==> config.mk <==
export PLATFORM = sky130hd
export DESIGN_NAME = typed_message_deframer_core_flat
export DESIGN_NICKNAME = d
export VERILOG_FILES = /design/src/design/tmd_pkg.sv /design/src/design/tmd_in_if.sv /design/src/design/tmd_out_if.sv /design/src/design/typed_message_deframer_core.sv /design/src/design/tmd_step.sv /design/src/flat_wrapper.sv
export SDC_FILE = /design/constraint.sdc
export NUM_CORES = 1
export LEC_CHECK = 0
export BUFFER_PORTS_ARGS = -buffer_cell sky130_fd_sc_hd__buf_2
export CORE_MARGIN = 2
export CORE_UTILIZATION = 54
export CTS_CLUSTER_SIZE = 8
export DETAILED_ROUTE_END_ITERATION = 8
export GPL_ROUTABILITY_DRIVEN = 1
export GPL_TIMING_DRIVEN = 0
export PLACE_DENSITY = 0.83
export SLEW_MARGIN = 20
export SYNTH_ARGS = -nofsm -noshare
export SYNTH_HDL_FRONTEND = slang
export SYNTH_SLANG_ARGS = --single-unit
==> constraint.sdc <==
create_clock -name clk -period 6.01 [get_ports clk]
set_clock_uncertainty 0.2 [all_clocks]
set_input_delay 1.202 -clock clk [delete_from_list [all_inputs] [get_ports clk]]
set_output_delay 1.202 -clock clk [all_outputs]
set_load 0.02 [all_outputs]
==> src/design/tmd_pkg.sv <==
package tmd_pkg;

	// Header layout: position of the high length byte in each mode.
	localparam logic [15:0] LEN_POS_ID   = 16'd5;
	localparam logic [15:0] LEN_POS_NOID = 16'd1;

	// Position of the type byte, which opens every header.
	localparam logic [15:0] KIND_POS     = 16'd0;

	typedef enum logic {
		PH_HEADER  = 1'b0,
		PH_PAYLOAD = 1'b1
	} tmd_phase_t;

	// Parser state carried from one beat to the next.
	typedef struct packed {
		tmd_phase_t  phase;
		logic [15:0] pos;
		logic [7:0]  kind;
		logic [31:0] ident;
		logic [15:0] length;
	} tmd_state_t;

	// One result beat.
	typedef struct packed {
		logic [7:0]  msg_kind;
		logic [31:0] msg_ident;
		logic [15:0] payload_length;
		logic [7:0]  payload_byte;
		logic        has_data;
		logic        last_of_msg;
	} tmd_result_t;

	localparam tmd_state_t STATE_CLEAR = '{
		phase:  PH_HEADER,
		pos:    16'd0,
		kind:   8'd0,
		ident:  32'd0,
		length: 16'd0
	};

endpackage

==> src/design/tmd_in_if.sv <==
interface tmd_in_if;
	logic       valid;
	logic       ready;
	logic [7:0] in_byte;

	modport source (output valid, output in_byte, input ready);
	modport sink   (input valid, input in_byte, output ready);
endinterface

==> src/design/tmd_out_if.sv <==
interface tmd_out_if;
	logic        valid;
	logic        ready;
	logic [7:0]  msg_kind;
	logic [31:0] msg_ident;
	logic [15:0] payload_length;
	logic [7:0]  payload_byte;
	logic        has_data;
	logic        last_of_msg;

	modport source (
		output valid, output msg_kind, output msg_ident, output payload_length,
		output payload_byte, output has_data, output last_of_msg,
		input ready
	);
	modport sink (
		input valid, input msg_kind, input msg_ident, input payload_length,
		input payload_byte, input has_data, input last_of_msg,
		output ready
	);
endinterface

==> src/design/typed_message_deframer_core.sv <==
// Typed message deframer.
// in_ch carries the raw stream, one byte per beat. Each message is a type
// byte, an optional four-byte big-endian id (present while id_mode is 1),
// a two-byte big-endian payload length, then that many payload bytes.
// out_ch carries one beat per payload byte with the header fields, the
// final byte of a message marked last_of_msg. A message of length zero
// gives one beat with has_data low when its last header byte arrives.
// cfg_we/cfg_wdata write id_mode; write it only while the block is idle.
// Throughput is one byte per cycle while in_ch.ready is high: the parser
// updates its state in the same cycle a byte is taken. Each result reaches
// out_ch through the registered output stage. Other header bytes give no beat.
// The output side is an output register backed by one skid entry, so a
// stalled receiver does not stop the byte that is already in flight;
// in_ch.ready drops only while the skid entry is occupied and returns the
// cycle after the receiver takes a beat.
// Reset clears the parser to the start of a header, empties the output
// stage and sets id_mode to 1.
module typed_message_deframer_core (
	input  logic      clk,
	input  logic      arst_n,
	input  logic      cfg_we,
	input  logic      cfg_wdata,
	tmd_in_if.sink    in_ch,
	tmd_out_if.source out_ch
);

	logic                 id_mode_q;
	tmd_pkg::tmd_state_t  state_q;
	tmd_pkg::tmd_state_t  state_nxt;
	tmd_pkg::tmd_result_t res;
	logic                 emit;
	tmd_pkg::tmd_result_t main_q;
	tmd_pkg::tmd_result_t skid_q;
	logic                 main_v_q;
	logic                 skid_v_q;
	logic                 accept;
	logic                 push;
	logic                 pop;

	assign in_ch.ready = ~skid_v_q;
	assign accept      = in_ch.valid & ~skid_v_q;
	assign push        = accept & emit;
	assign pop         = main_v_q & out_ch.ready;

	// Configuration register.
	always_ff @(posedge clk or negedge arst_n) begin
		if (!arst_n) begin
			id_mode_q <= 1'b1;
		end else if (cfg_we) begin
			id_mode_q <= cfg_wdata;
		end
	end

	tmd_step u_step (
		.cur     (state_q),
		.id_mode (id_mode_q),
		.in_byte (in_ch.in_byte),
		.nxt     (state_nxt),
		.res     (res),
		.emit    (emit)
	);

	// Parser state advances on every accepted beat.
	always_ff @(posedge clk or negedge arst_n) begin
		if (!arst_n) begin
			state_q <= tmd_pkg::STATE_CLEAR;
		end else if (accept) begin
			state_q <= state_nxt;
		end
	end

	// Output register and skid entry valid flags.
	always_ff @(posedge clk or negedge arst_n) begin
		if (!arst_n) begin
			main_v_q <= 1'b0;
			skid_v_q <= 1'b0;
		end else if (pop) begin
			if (skid_v_q) begin
				skid_v_q <= 1'b0;
			end else begin
				main_v_q <= push;
			end
		end else if (push) begin
			if (main_v_q) begin
				skid_v_q <= 1'b1;
			end else begin
				main_v_q <= 1'b1;
			end
		end
	end

	// Output register and skid entry payload.
	always_ff @(posedge clk) begin
		if (pop) begin
			if (skid_v_q) begin
				main_q <= skid_q;
			end else if (push) begin
				main_q <= res;
			end
		end else if (push) begin
			if (main_v_q) begin
				skid_q <= res;
			end else begin
				main_q <= res;
			end
		end
	end

	assign out_ch.valid          = main_v_q;
	assign out_ch.msg_kind       = main_q.msg_kind;
	assign out_ch.msg_ident      = main_q.msg_ident;
	assign out_ch.payload_length = main_q.payload_length;
	assign out_ch.payload_byte   = main_q.payload_byte;
	assign out_ch.has_data       = main_q.has_data;
	assign out_ch.last_of_msg    = main_q.last_of_msg;

endmodule

==> src/design/tmd_step.sv <==
module tmd_step (
	input  tmd_pkg::tmd_state_t  cur,
	input  logic                 id_mode,
	input  logic [7:0]           in_byte,
	output tmd_pkg::tmd_state_t  nxt,
	output tmd_pkg::tmd_result_t res,
	output logic                 emit
);

	logic [15:0] len_pos;
	logic [15:0] len_full;
	logic        pay_last;

	// Header layout depends on whether the id field is present.
	assign len_pos  = id_mode ? tmd_pkg::LEN_POS_ID : tmd_pkg::LEN_POS_NOID;
	// Length as it reads once the low length byte is merged in.
	assign len_full = {cur.length[15:8], in_byte};
	// The current payload byte closes the message.
	assign pay_last = ({1'b0, cur.pos} + 17'd1) >= {1'b0, cur.length};

	// Next state of the parser.
	always_comb begin
		nxt = cur;
		case (cur.phase)
			tmd_pkg::PH_HEADER: begin
				if (cur.pos == tmd_pkg::KIND_POS) begin
					nxt.kind   = in_byte;
					nxt.ident  = 32'd0;
					nxt.length = 16'd0;
					nxt.pos    = cur.pos + 16'd1;
				end else if (cur.pos < len_pos) begin
					nxt.ident = {cur.ident[23:0], in_byte};
					nxt.pos   = cur.pos + 16'd1;
				end else if (cur.pos == len_pos) begin
					nxt.length = {in_byte, 8'd0};
					nxt.pos    = cur.pos + 16'd1;
				end else if (len_full == 16'd0) begin
					nxt = tmd_pkg::STATE_CLEAR;
				end else begin
					nxt.length = len_full;
					nxt.phase  = tmd_pkg::PH_PAYLOAD;
					nxt.pos    = 16'd0;
				end
			end
			tmd_pkg::PH_PAYLOAD: begin
				if (pay_last) begin
					nxt = tmd_pkg::STATE_CLEAR;
				end else begin
					nxt.pos = cur.pos + 16'd1;
				end
			end
			default: begin
				nxt = tmd_pkg::STATE_CLEAR;
			end
		endcase
	end

	// Result beat for this byte, if any.
	always_comb begin
		res.msg_kind       = cur.kind;
		res.msg_ident      = id_mode ? cur.ident : 32'd0;
		res.payload_length = cur.length;
		res.payload_byte   = 8'd0;
		res.has_data       = 1'b0;
		res.last_of_msg    = 1'b0;
		emit               = 1'b0;
		case (cur.phase)
			tmd_pkg::PH_HEADER: begin
				if (cur.pos != tmd_pkg::KIND_POS && cur.pos > len_pos
						&& len_full == 16'd0) begin
					res.payload_length = 16'd0;
					res.last_of_msg    = 1'b1;
					emit               = 1'b1;
				end
			end
			tmd_pkg::PH_PAYLOAD: begin
				res.payload_byte = in_byte;
				res.has_data     = 1'b1;
				res.last_of_msg  = pay_last;
				emit             = 1'b1;
			end
			default: begin
				emit = 1'b0;
			end
		endcase
	end

endmodule

==> src/flat_wrapper.sv <==
// flat-port wrapper written by rule: the top's interface ports become plain ports
module typed_message_deframer_core_flat 
  (clk, arst_n, cfg_we, cfg_wdata, in_ch_valid, in_ch_in_byte, in_ch_ready, out_ch_valid, out_ch_msg_kind, out_ch_msg_ident, out_ch_payload_length, out_ch_payload_byte, out_ch_has_data, out_ch_last_of_msg, out_ch_ready);
  tmd_in_if in_ch_i ();
  tmd_out_if out_ch_i ();
  input  logic clk;
  input  logic arst_n;
  input  logic cfg_we;
  input  logic cfg_wdata;
  input wire logic [$bits(in_ch_i.valid)-1:0] in_ch_valid;
  input wire logic [$bits(in_ch_i.in_byte)-1:0] in_ch_in_byte;
  output wire logic [$bits(in_ch_i.ready)-1:0] in_ch_ready;
  output wire logic [$bits(out_ch_i.valid)-1:0] out_ch_valid;
  output wire logic [$bits(out_ch_i.msg_kind)-1:0] out_ch_msg_kind;
  output wire logic [$bits(out_ch_i.msg_ident)-1:0] out_ch_msg_ident;
  output wire logic [$bits(out_ch_i.payload_length)-1:0] out_ch_payload_length;
  output wire logic [$bits(out_ch_i.payload_byte)-1:0] out_ch_payload_byte;
  output wire logic [$bits(out_ch_i.has_data)-1:0] out_ch_has_data;
  output wire logic [$bits(out_ch_i.last_of_msg)-1:0] out_ch_last_of_msg;
  input wire logic [$bits(out_ch_i.ready)-1:0] out_ch_ready;
  assign in_ch_i.valid = in_ch_valid;
  assign in_ch_i.in_byte = in_ch_in_byte;
  assign in_ch_ready = in_ch_i.ready;
  assign out_ch_valid = out_ch_i.valid;
  assign out_ch_msg_kind = out_ch_i.msg_kind;
  assign out_ch_msg_ident = out_ch_i.msg_ident;
  assign out_ch_payload_length = out_ch_i.payload_length;
  assign out_ch_payload_byte = out_ch_i.payload_byte;
  assign out_ch_has_data = out_ch_i.has_data;
  assign out_ch_last_of_msg = out_ch_i.last_of_msg;
  assign out_ch_i.ready = out_ch_ready;
  typed_message_deframer_core u_core (.clk(clk), .arst_n(arst_n), .cfg_we(cfg_we), .cfg_wdata(cfg_wdata), .in_ch(in_ch_i), .out_ch(out_ch_i));
endmodule
==> summary.txt, run 1 <==
number of flops mapped to enable cells by yosys -> 132
worst path required time -> 6.21 ns
Die ar. -> 18000 sq um
vias in the first global route -> 6171
Seq/Total Area, Yosys -> 64.0%
first-pass GRT wire length -> 32100 microns
DP Area -> 10000 sq um
Syn Nets -> 762
Slew Viols, Final -> 0
hold_buf cts -> 0
GRT Overall Usage -> 22.6%
Pleak -> 0.00437 uW
worst-path maximum fanout -> 8
clock buffer depth -> 3
multiplexer area fraction after synthesis -> 6.26%
unrepaired setup endpoints after global routing -> false
Pint -> 3460 uW
CP startpoint -> u_core.state_q[58]
largest net degree at the start of global routing -> 46
Crit Path Class -> reg -> reg
routed length per instance -> 18.4 microns
Clock Latency Late Sink -> 0.52 ns
post-DP HPWL -> 13500 microns
drt total wl -> 20000 microns
Setup Viol. Count Final -> 0
setup_tns -> 0 ns
Hold Path Stages -> 2
post-DR vias/cell -> 5.66
DRC viols -> 0
CTS tree -> yes
Tot Pwr -> 5460 uW
Pwr Density -> 504 nW/um^2
met1 WL -> 8130 microns
largest family of logic cells by synthesized area -> simple AND/OR/NAND/NOR gates
CTS root buf -> clkbuf_16
Comb pwr share -> 35.9%
Initial Util -> 55.3%
vias -> 6156
Unique masters post-synth -> 53
diodes inserted -> 0
status -> complete, no violations
CTS resizes -> 0
main flop type after synthesis -> edfxtp_1
Setup Fix Bufs, Post-CTS -> 0
IO Port Bufs -> 81
met3 WL post-DR -> 1240 microns
die width -> 134 microns
max layer used -> met4
Worst EP arrival -> 4.61 ns
Sinks on Clock Net -> 208
CORE AREA -> 16600 sq um
slew at the pin closest to its max-slew limit -> 0.965 ns
cell area after layout -> 10800 sq um
Seq cells post-synth -> 208
Compound-Gate Fraction of Synth Area -> 9.96%
gp weighted congestion -> 0.840
FF-to-FF path depth -> 16
# Max-Cap Violations -> 0
Mapped Cells -> 728
Clk pwr share -> 27.0%
WHS -> 0.271 ns
Net Sw Power -> 2010 uW
register share of total power -> 37.1%
drt pass-1 iters -> 7
share of layout cells above drive strength 1 -> 23.4%
fmax -> 227 MHz
Antenna Nets Post-Route -> 0
DRT iter0 DRCs -> 488
FF-to-FF Start -> u_core.state_q[58]
Num CTS Buffers -> 29
crit end category -> register
Synth Area in Simple Gates -> 12.9%
initial antenna violation count -> 0
Final nets -> 879
Slew headroom -> 35.2%
H-Tree Depth -> 1
FP Rows -> 47
metal2 WL -> 10100 microns
synthesized area per cell -> 12.6 sq um
maximum VDD drop -> 0.000299 V
Area Growth Syn to Fin -> 18.1%
Synth async-reset ratio -> 36.5%
critical path startpoint category -> register
Switching Fraction -> 36.8%
mapped cell area -> 9170 sq um
clock slew at reported path FFs -> 0.05 ns
Die Ht -> 134 microns
hold_sp -> u_core.state_q[47]
Final Hold Vio Count -> 0
boundary pin count -> 82
Hold Crit Class -> reg -> reg
crit share post-route -> 73.2%
remaining global-route overflow -> 0
min cycle time layout -> 4.40 ns
Post-Synth Adder-Cell Area -> 2.73%
Synth Area in XOR/XNOR -> 1.15%
Synth warnings -> 0
critical path, stage by stage, from the launching register on:
cell and delay (ns):
dfrtp_1 0.34, buf_2 0.21, nand3_2 0.16, nor3_1 0.42
nand2_1 0.19, nor3_1 0.45, nand2_1 0.14, nand2_1 0.11
nand2_1 0.06, ha_1 0.29, nand3_1 0.08, nor3_1 0.39
o41a_1 0.45, o21ai_2 0.19, or2_1 0.26, buf_4 0.16
a22o_1 0.19
cell usage after synthesis, types with 3 or more instances:
cell,count,area (sq um)
edfxtp_1,132,3960
nand2_1,110,413
dfrtp_1,75,1880
o21ai_0,52,260
mux2_2,51,574
and2_1,40,250
clkbuf_1,31,116
a22o_1,26,228
inv_1,24,90.1
nor2_1,23,86.3
ha_1,20,250
nand3_1,14,70.1
a21oi_1,12,60.1
buf_2,12,60.1
o21ai_1,10,50.1
o31ai_1,9,67.6
a21o_1,7,52.6
nor3_1,7,35.0
xnor2_1,7,61.3
nor2b_1,6,37.5
nor4_1,5,31.3
xor2_1,5,43.8
and3_1,3,18.8
nand2b_1,3,18.8
nand4_1,3,18.8
nor4_2,3,37.5
o21ai_2,3,26.3
final cells by class:
cell class                 instances  area, sq um
tap                              220          275
buffer                            44          184
clock buffer                      53          816
inverter                          24         90.1
sequential                       208         5870
timing repair buffer              86          538
clock inverter                     1         8.76
fill                            1164         5750
multi-input combinational        452         3050
cells by family (layout without fill, tap and decap cells):
family / count (synthesis) / after routing
AND/OR/NAND/NOR: 233 / 233
flip-flops: 208 / 208
AO/OA/AOI/OAI: 136 / 136
buffers and inverters: 68 / 208
multiplexers: 51 / 51
adder cells (fa/ha/maj): 20 / 20
XOR/XNOR: 12 / 12
registers in the layout, summed over array words and instances, names as in the netlist, 8 cells and up:
name / cells
u_core.state_q: 73
u_core.skid_q: 66
u_core.out_ch.msg_ident: 32
u_core.out_ch.payload_length: 16
u_core.out_ch.msg_kind: 8
u_core.out_ch.payload_byte: 8
power by group through the flow:
| stage | sequential (uW) | combinational, uW | clock (uW) |
|---|---|---|---|
| 4_1_cts | 2030 | 1960 | 1490 |
| 5_1_grt | 2050 | 2140 | 1560 |
| 2_1_floorplan | 2200 | 1180 | 0 |
| 3_5_place_dp | 2050 | 1930 | 0 |
| 3_3_place_gp | 2060 | 1800 | 0 |
| 6_report | 2030 | 1960 | 1480 |
routing by layer:
layer | vias to the layer above | track usage (%)
li1 | 2859 | -
met1 | 3003 | 30.0
met2 | 247 | 38.3
met3 | 47 | 3.33
met4 | 0 | 7.84
met5 | - | 0
cell usage in the layout, fill, tap and decap left out, types with 4 or more instances in the layout:
master     netlist  final
a21o_1           7      7
ha_1            20     20
buf_16           0      4
xor2_1           5      5
mux2_2          51     51
xnor2_1          7      7
nor2_1          23     23
nor3_1           7      7
buf_2           12     92
clkbuf_16        0     29
dfrtp_1         75     75
nor2b_1          6      6
nor4_1           5      5
o31ai_1          9      9
edfxtp_1       132    132
clkbuf_1        31     55
o21ai_0         52     52
nand3_1         14     14
inv_1           24     24
a22o_1          26     26
and2_1          40     40
o21ai_1         10     10
a21oi_1         12     12
nand2_1        110    110
metrics by stage:
stage               setup WS (ns)  utilization, %  instances
finish                       1.61            65.3       1088
global route                 1.37            65.3       1088
CTS                          1.64            65.3       1088
detailed placement           1.71            60.3       1034
global placement            0.295            59.4       1029
floorplan                    1.59               -        728
final timing paths:
path,to,slack [ns]
min in group asynchronous,u_core.state_q[70],0.43
max,u_core.state_q[11],1.61
max reg2reg,u_core.state_q[11],1.61
min,u_core.state_q[47],0.27
min reg2reg,u_core.state_q[47],0.27
max in group asynchronous,u_core.id_mode_q,4.54
Note: power is estimated with default switching activity, not from simulation.
==> inputs of run 2 (changes only) <==
--- a/config.mk
+++ b/config.mk
@@ -7,12 +7,12 @@
 export LEC_CHECK = 0
 export BUFFER_PORTS_ARGS = -buffer_cell sky130_fd_sc_hd__buf_2
 export CORE_MARGIN = 2
-export CORE_UTILIZATION = 54
+export CORE_UTILIZATION = 59
 export CTS_CLUSTER_SIZE = 8
 export DETAILED_ROUTE_END_ITERATION = 8
 export GPL_ROUTABILITY_DRIVEN = 1
 export GPL_TIMING_DRIVEN = 0
-export PLACE_DENSITY = 0.83
+export PLACE_DENSITY = 0.86
 export SLEW_MARGIN = 20
 export SYNTH_ARGS = -nofsm -noshare
 export SYNTH_HDL_FRONTEND = slang
==> constraint.sdc (replaced) <==
create_clock -name clk -period 4.29 [get_ports clk]
set_clock_uncertainty 0.2 [all_clocks]
set_input_delay 0.858 -clock clk [delete_from_list [all_inputs] [get_ports clk]]
set_output_delay 0.858 -clock clk [all_outputs]
set_load 0.02 [all_outputs]
==> run 2 against run 1 <==
Via count fell by 1.8%; die area fell by 8.2%; non-clock buffer count rose by 1; total power rose by 41%; clock power rose by 37%; utilization rose by 5.7 points; first-iteration DRC count rose by 9.0%; register-to-register slack got worse by 1.3 ns; worst hold slack got worse by 0.16 ns; critical path type unchanged; global-route usage rose by 0.48 points; combinational power rose by 43%.
==> summary.txt, run 2 (synthesis gave the netlist of run 1 again) <==
die width -> 129 microns
clock slew at reported path FFs -> 0.05 ns
Sinks on Clock Net -> 208
worst-path maximum fanout -> 7
maximum VDD drop -> 0.000450 V
multi-input logic area -> 3080 sq um
commonest non-fill, non-tap cells in the layout -> 132 x edfxtp_1, 110 x nand2_1, 92 x buf_2
IO Port Bufs -> 81
largest net degree at the start of global routing -> 43
crit share post-route -> 92.5%
post-DP HPWL -> 12800 microns
commonest non-fill, non-tap cell in the layout -> edfxtp_1
Top reg by flops -> u_core.state_q
DRT iter0 DRCs -> 532
Die ar. -> 16600 sq um
Setup Viol. Count Final -> 0
CTS tree -> yes
Area Growth Syn to Fin -> 17.7%
Initial Util -> 60.3%
GRT Overall Usage -> 23.0%
Largest register FFs -> 73
Crit Path Class -> reg -> reg
cell area after layout -> 10800 sq um
H-Tree Depth -> 1
slew at the pin closest to its max-slew limit -> 1.01 ns
hold_buf cts -> 0
Tot Pwr -> 7690 uW
clock buffer depth -> 3
drt total wl -> 18900 microns
Final Hold Vio Count -> 0
Slew Viols, Final -> 0
DRC viols -> 0
diodes inserted -> 0
CORE AREA -> 15200 sq um
min cycle time layout -> 3.97 ns
Slew headroom -> 31.9%
# Max-Cap Violations -> 0
vias -> 6048
drt pass-1 iters -> 5
post-DR vias/cell -> 5.73
Clock Latency Late Sink -> 0.52 ns
Worst EP arrival -> 4.03 ns
worst path required time -> 4.35 ns
first-pass GRT wire length -> 30100 microns
filler instances -> 994
Num CTS Buffers -> 29
gp weighted congestion -> 0.866
sequential cell area -> 5870 sq um
Pwr Density -> 713 nW/um^2
crit end category -> register
routed length per instance -> 17.9 microns
boundary pin count -> 82
CTS root buf -> clkbuf_16
status -> complete, no violations
DP Area -> 9930 sq um
fmax -> 252 MHz
share of layout cells above drive strength 1 -> 24.2%
critical path startpoint category -> register
unrepaired setup endpoints after global routing -> false
Pleak -> 0.00437 uW
Die Ht -> 129 microns
FP Rows -> 45
Hold Crit Class -> in -> async
vias in the first global route -> 5858
WHS -> 0.116 ns
initial antenna violation count -> 0
remaining global-route overflow -> 0
Antenna Nets Post-Route -> 0
Final nets -> 880
-- run 2: cell types whose count changed in the layout (fill, tap and decap cells not counted), sizes merged --
cell / previous run / this run
buf: 99 / 100
inv: 25 / 24
-- run 2: timing repair --
| item | in CTS | in global routing |
|---|---|---|
| gates cloned | 0 | 0 |
| setup buffers | 0 | 2 |
| setup endpoints to repair | 16 | 58 |
| endpoints found under the hold margin | 0 | 0 |
| gates resized for setup | 1 | 9 |
-- run 2: power breakdown --
part	switching [uW]	total (uW)	internal (uW)
Clock	776	2030	1260
Sequential	187	2840	2660
Combinational	1830	2810	985
Total	2790	7690	4900
-- run 2: cell type report --
type	count	area share, %
flip-flops and latches	208	54.4
inverters	24	0.835
repair buffers	87	4.80
clock buffers	53	7.56
well taps	188	2.18
multi-input cells	452	28.5
plain buffers	44	1.73
-- run 2: worst max-delay path, stage by stage, from the launching register on --
cell	delay [ns]
dfrtp_2	0.42
ha_2	0.24
nand2_1	0.11
or2_2	0.28
clkbuf_1	0.15
nor2_1	0.23
nand3_1	0.17
xnor2_1	0.17
ha_1	0.30
a21oi_1	0.15
o21ai_0	0.09
nand2b_1	0.09
nand4_2	0.25
or2_2	0.42
nor2b_1	0.19
mux2_2	0.27
-- run 2: worst paths after layout --
kind / start / end / slack (ns) / cells past startpoint
setup / recovery: u_core.state_q[56] / u_core.out_ch.last_of_msg / 0.32 / 15
hold reg to reg: u_core.state_q[41] / u_core.state_q[41] / 0.27 / 2
min in group clk: u_core.state_q[41] / u_core.state_q[41] / 0.27 / 2
hold / removal: arst_n / u_core.skid_v_q / 0.12 / 1
max in group asynchronous: arst_n / u_core.state_q[23] / 3.16 / 2
setup reg to reg: u_core.state_q[56] / u_core.out_ch.last_of_msg / 0.32 / 15
-- run 2: through the flow --
step | instances | utilization [%] | worst slack, ns | TNS, ns
floorplan | 728 | - | 0.0941 | 0
global placement | 997 | 64.6 | -1.10 | -120.31
detailed placement | 1001 | 65.3 | -0.0273 | -0.211
CTS | 1054 | 70.7 | 0.0828 | 0
global route | 1056 | 71.0 | 0.0325 | 0
finish | 1056 | 71.0 | 0.321 | 0
-- run 2: metal layers --
metal / wire length, microns / vias up / track usage, %
li1: - / 2872 / -
met1: 7740 / 2926 / 30.5
met2: 9470 / 210 / 39.4
met3: 1090 / 40 / 3.49
met4: 567 / 0 / 7.74
met5: 0 / - / 0
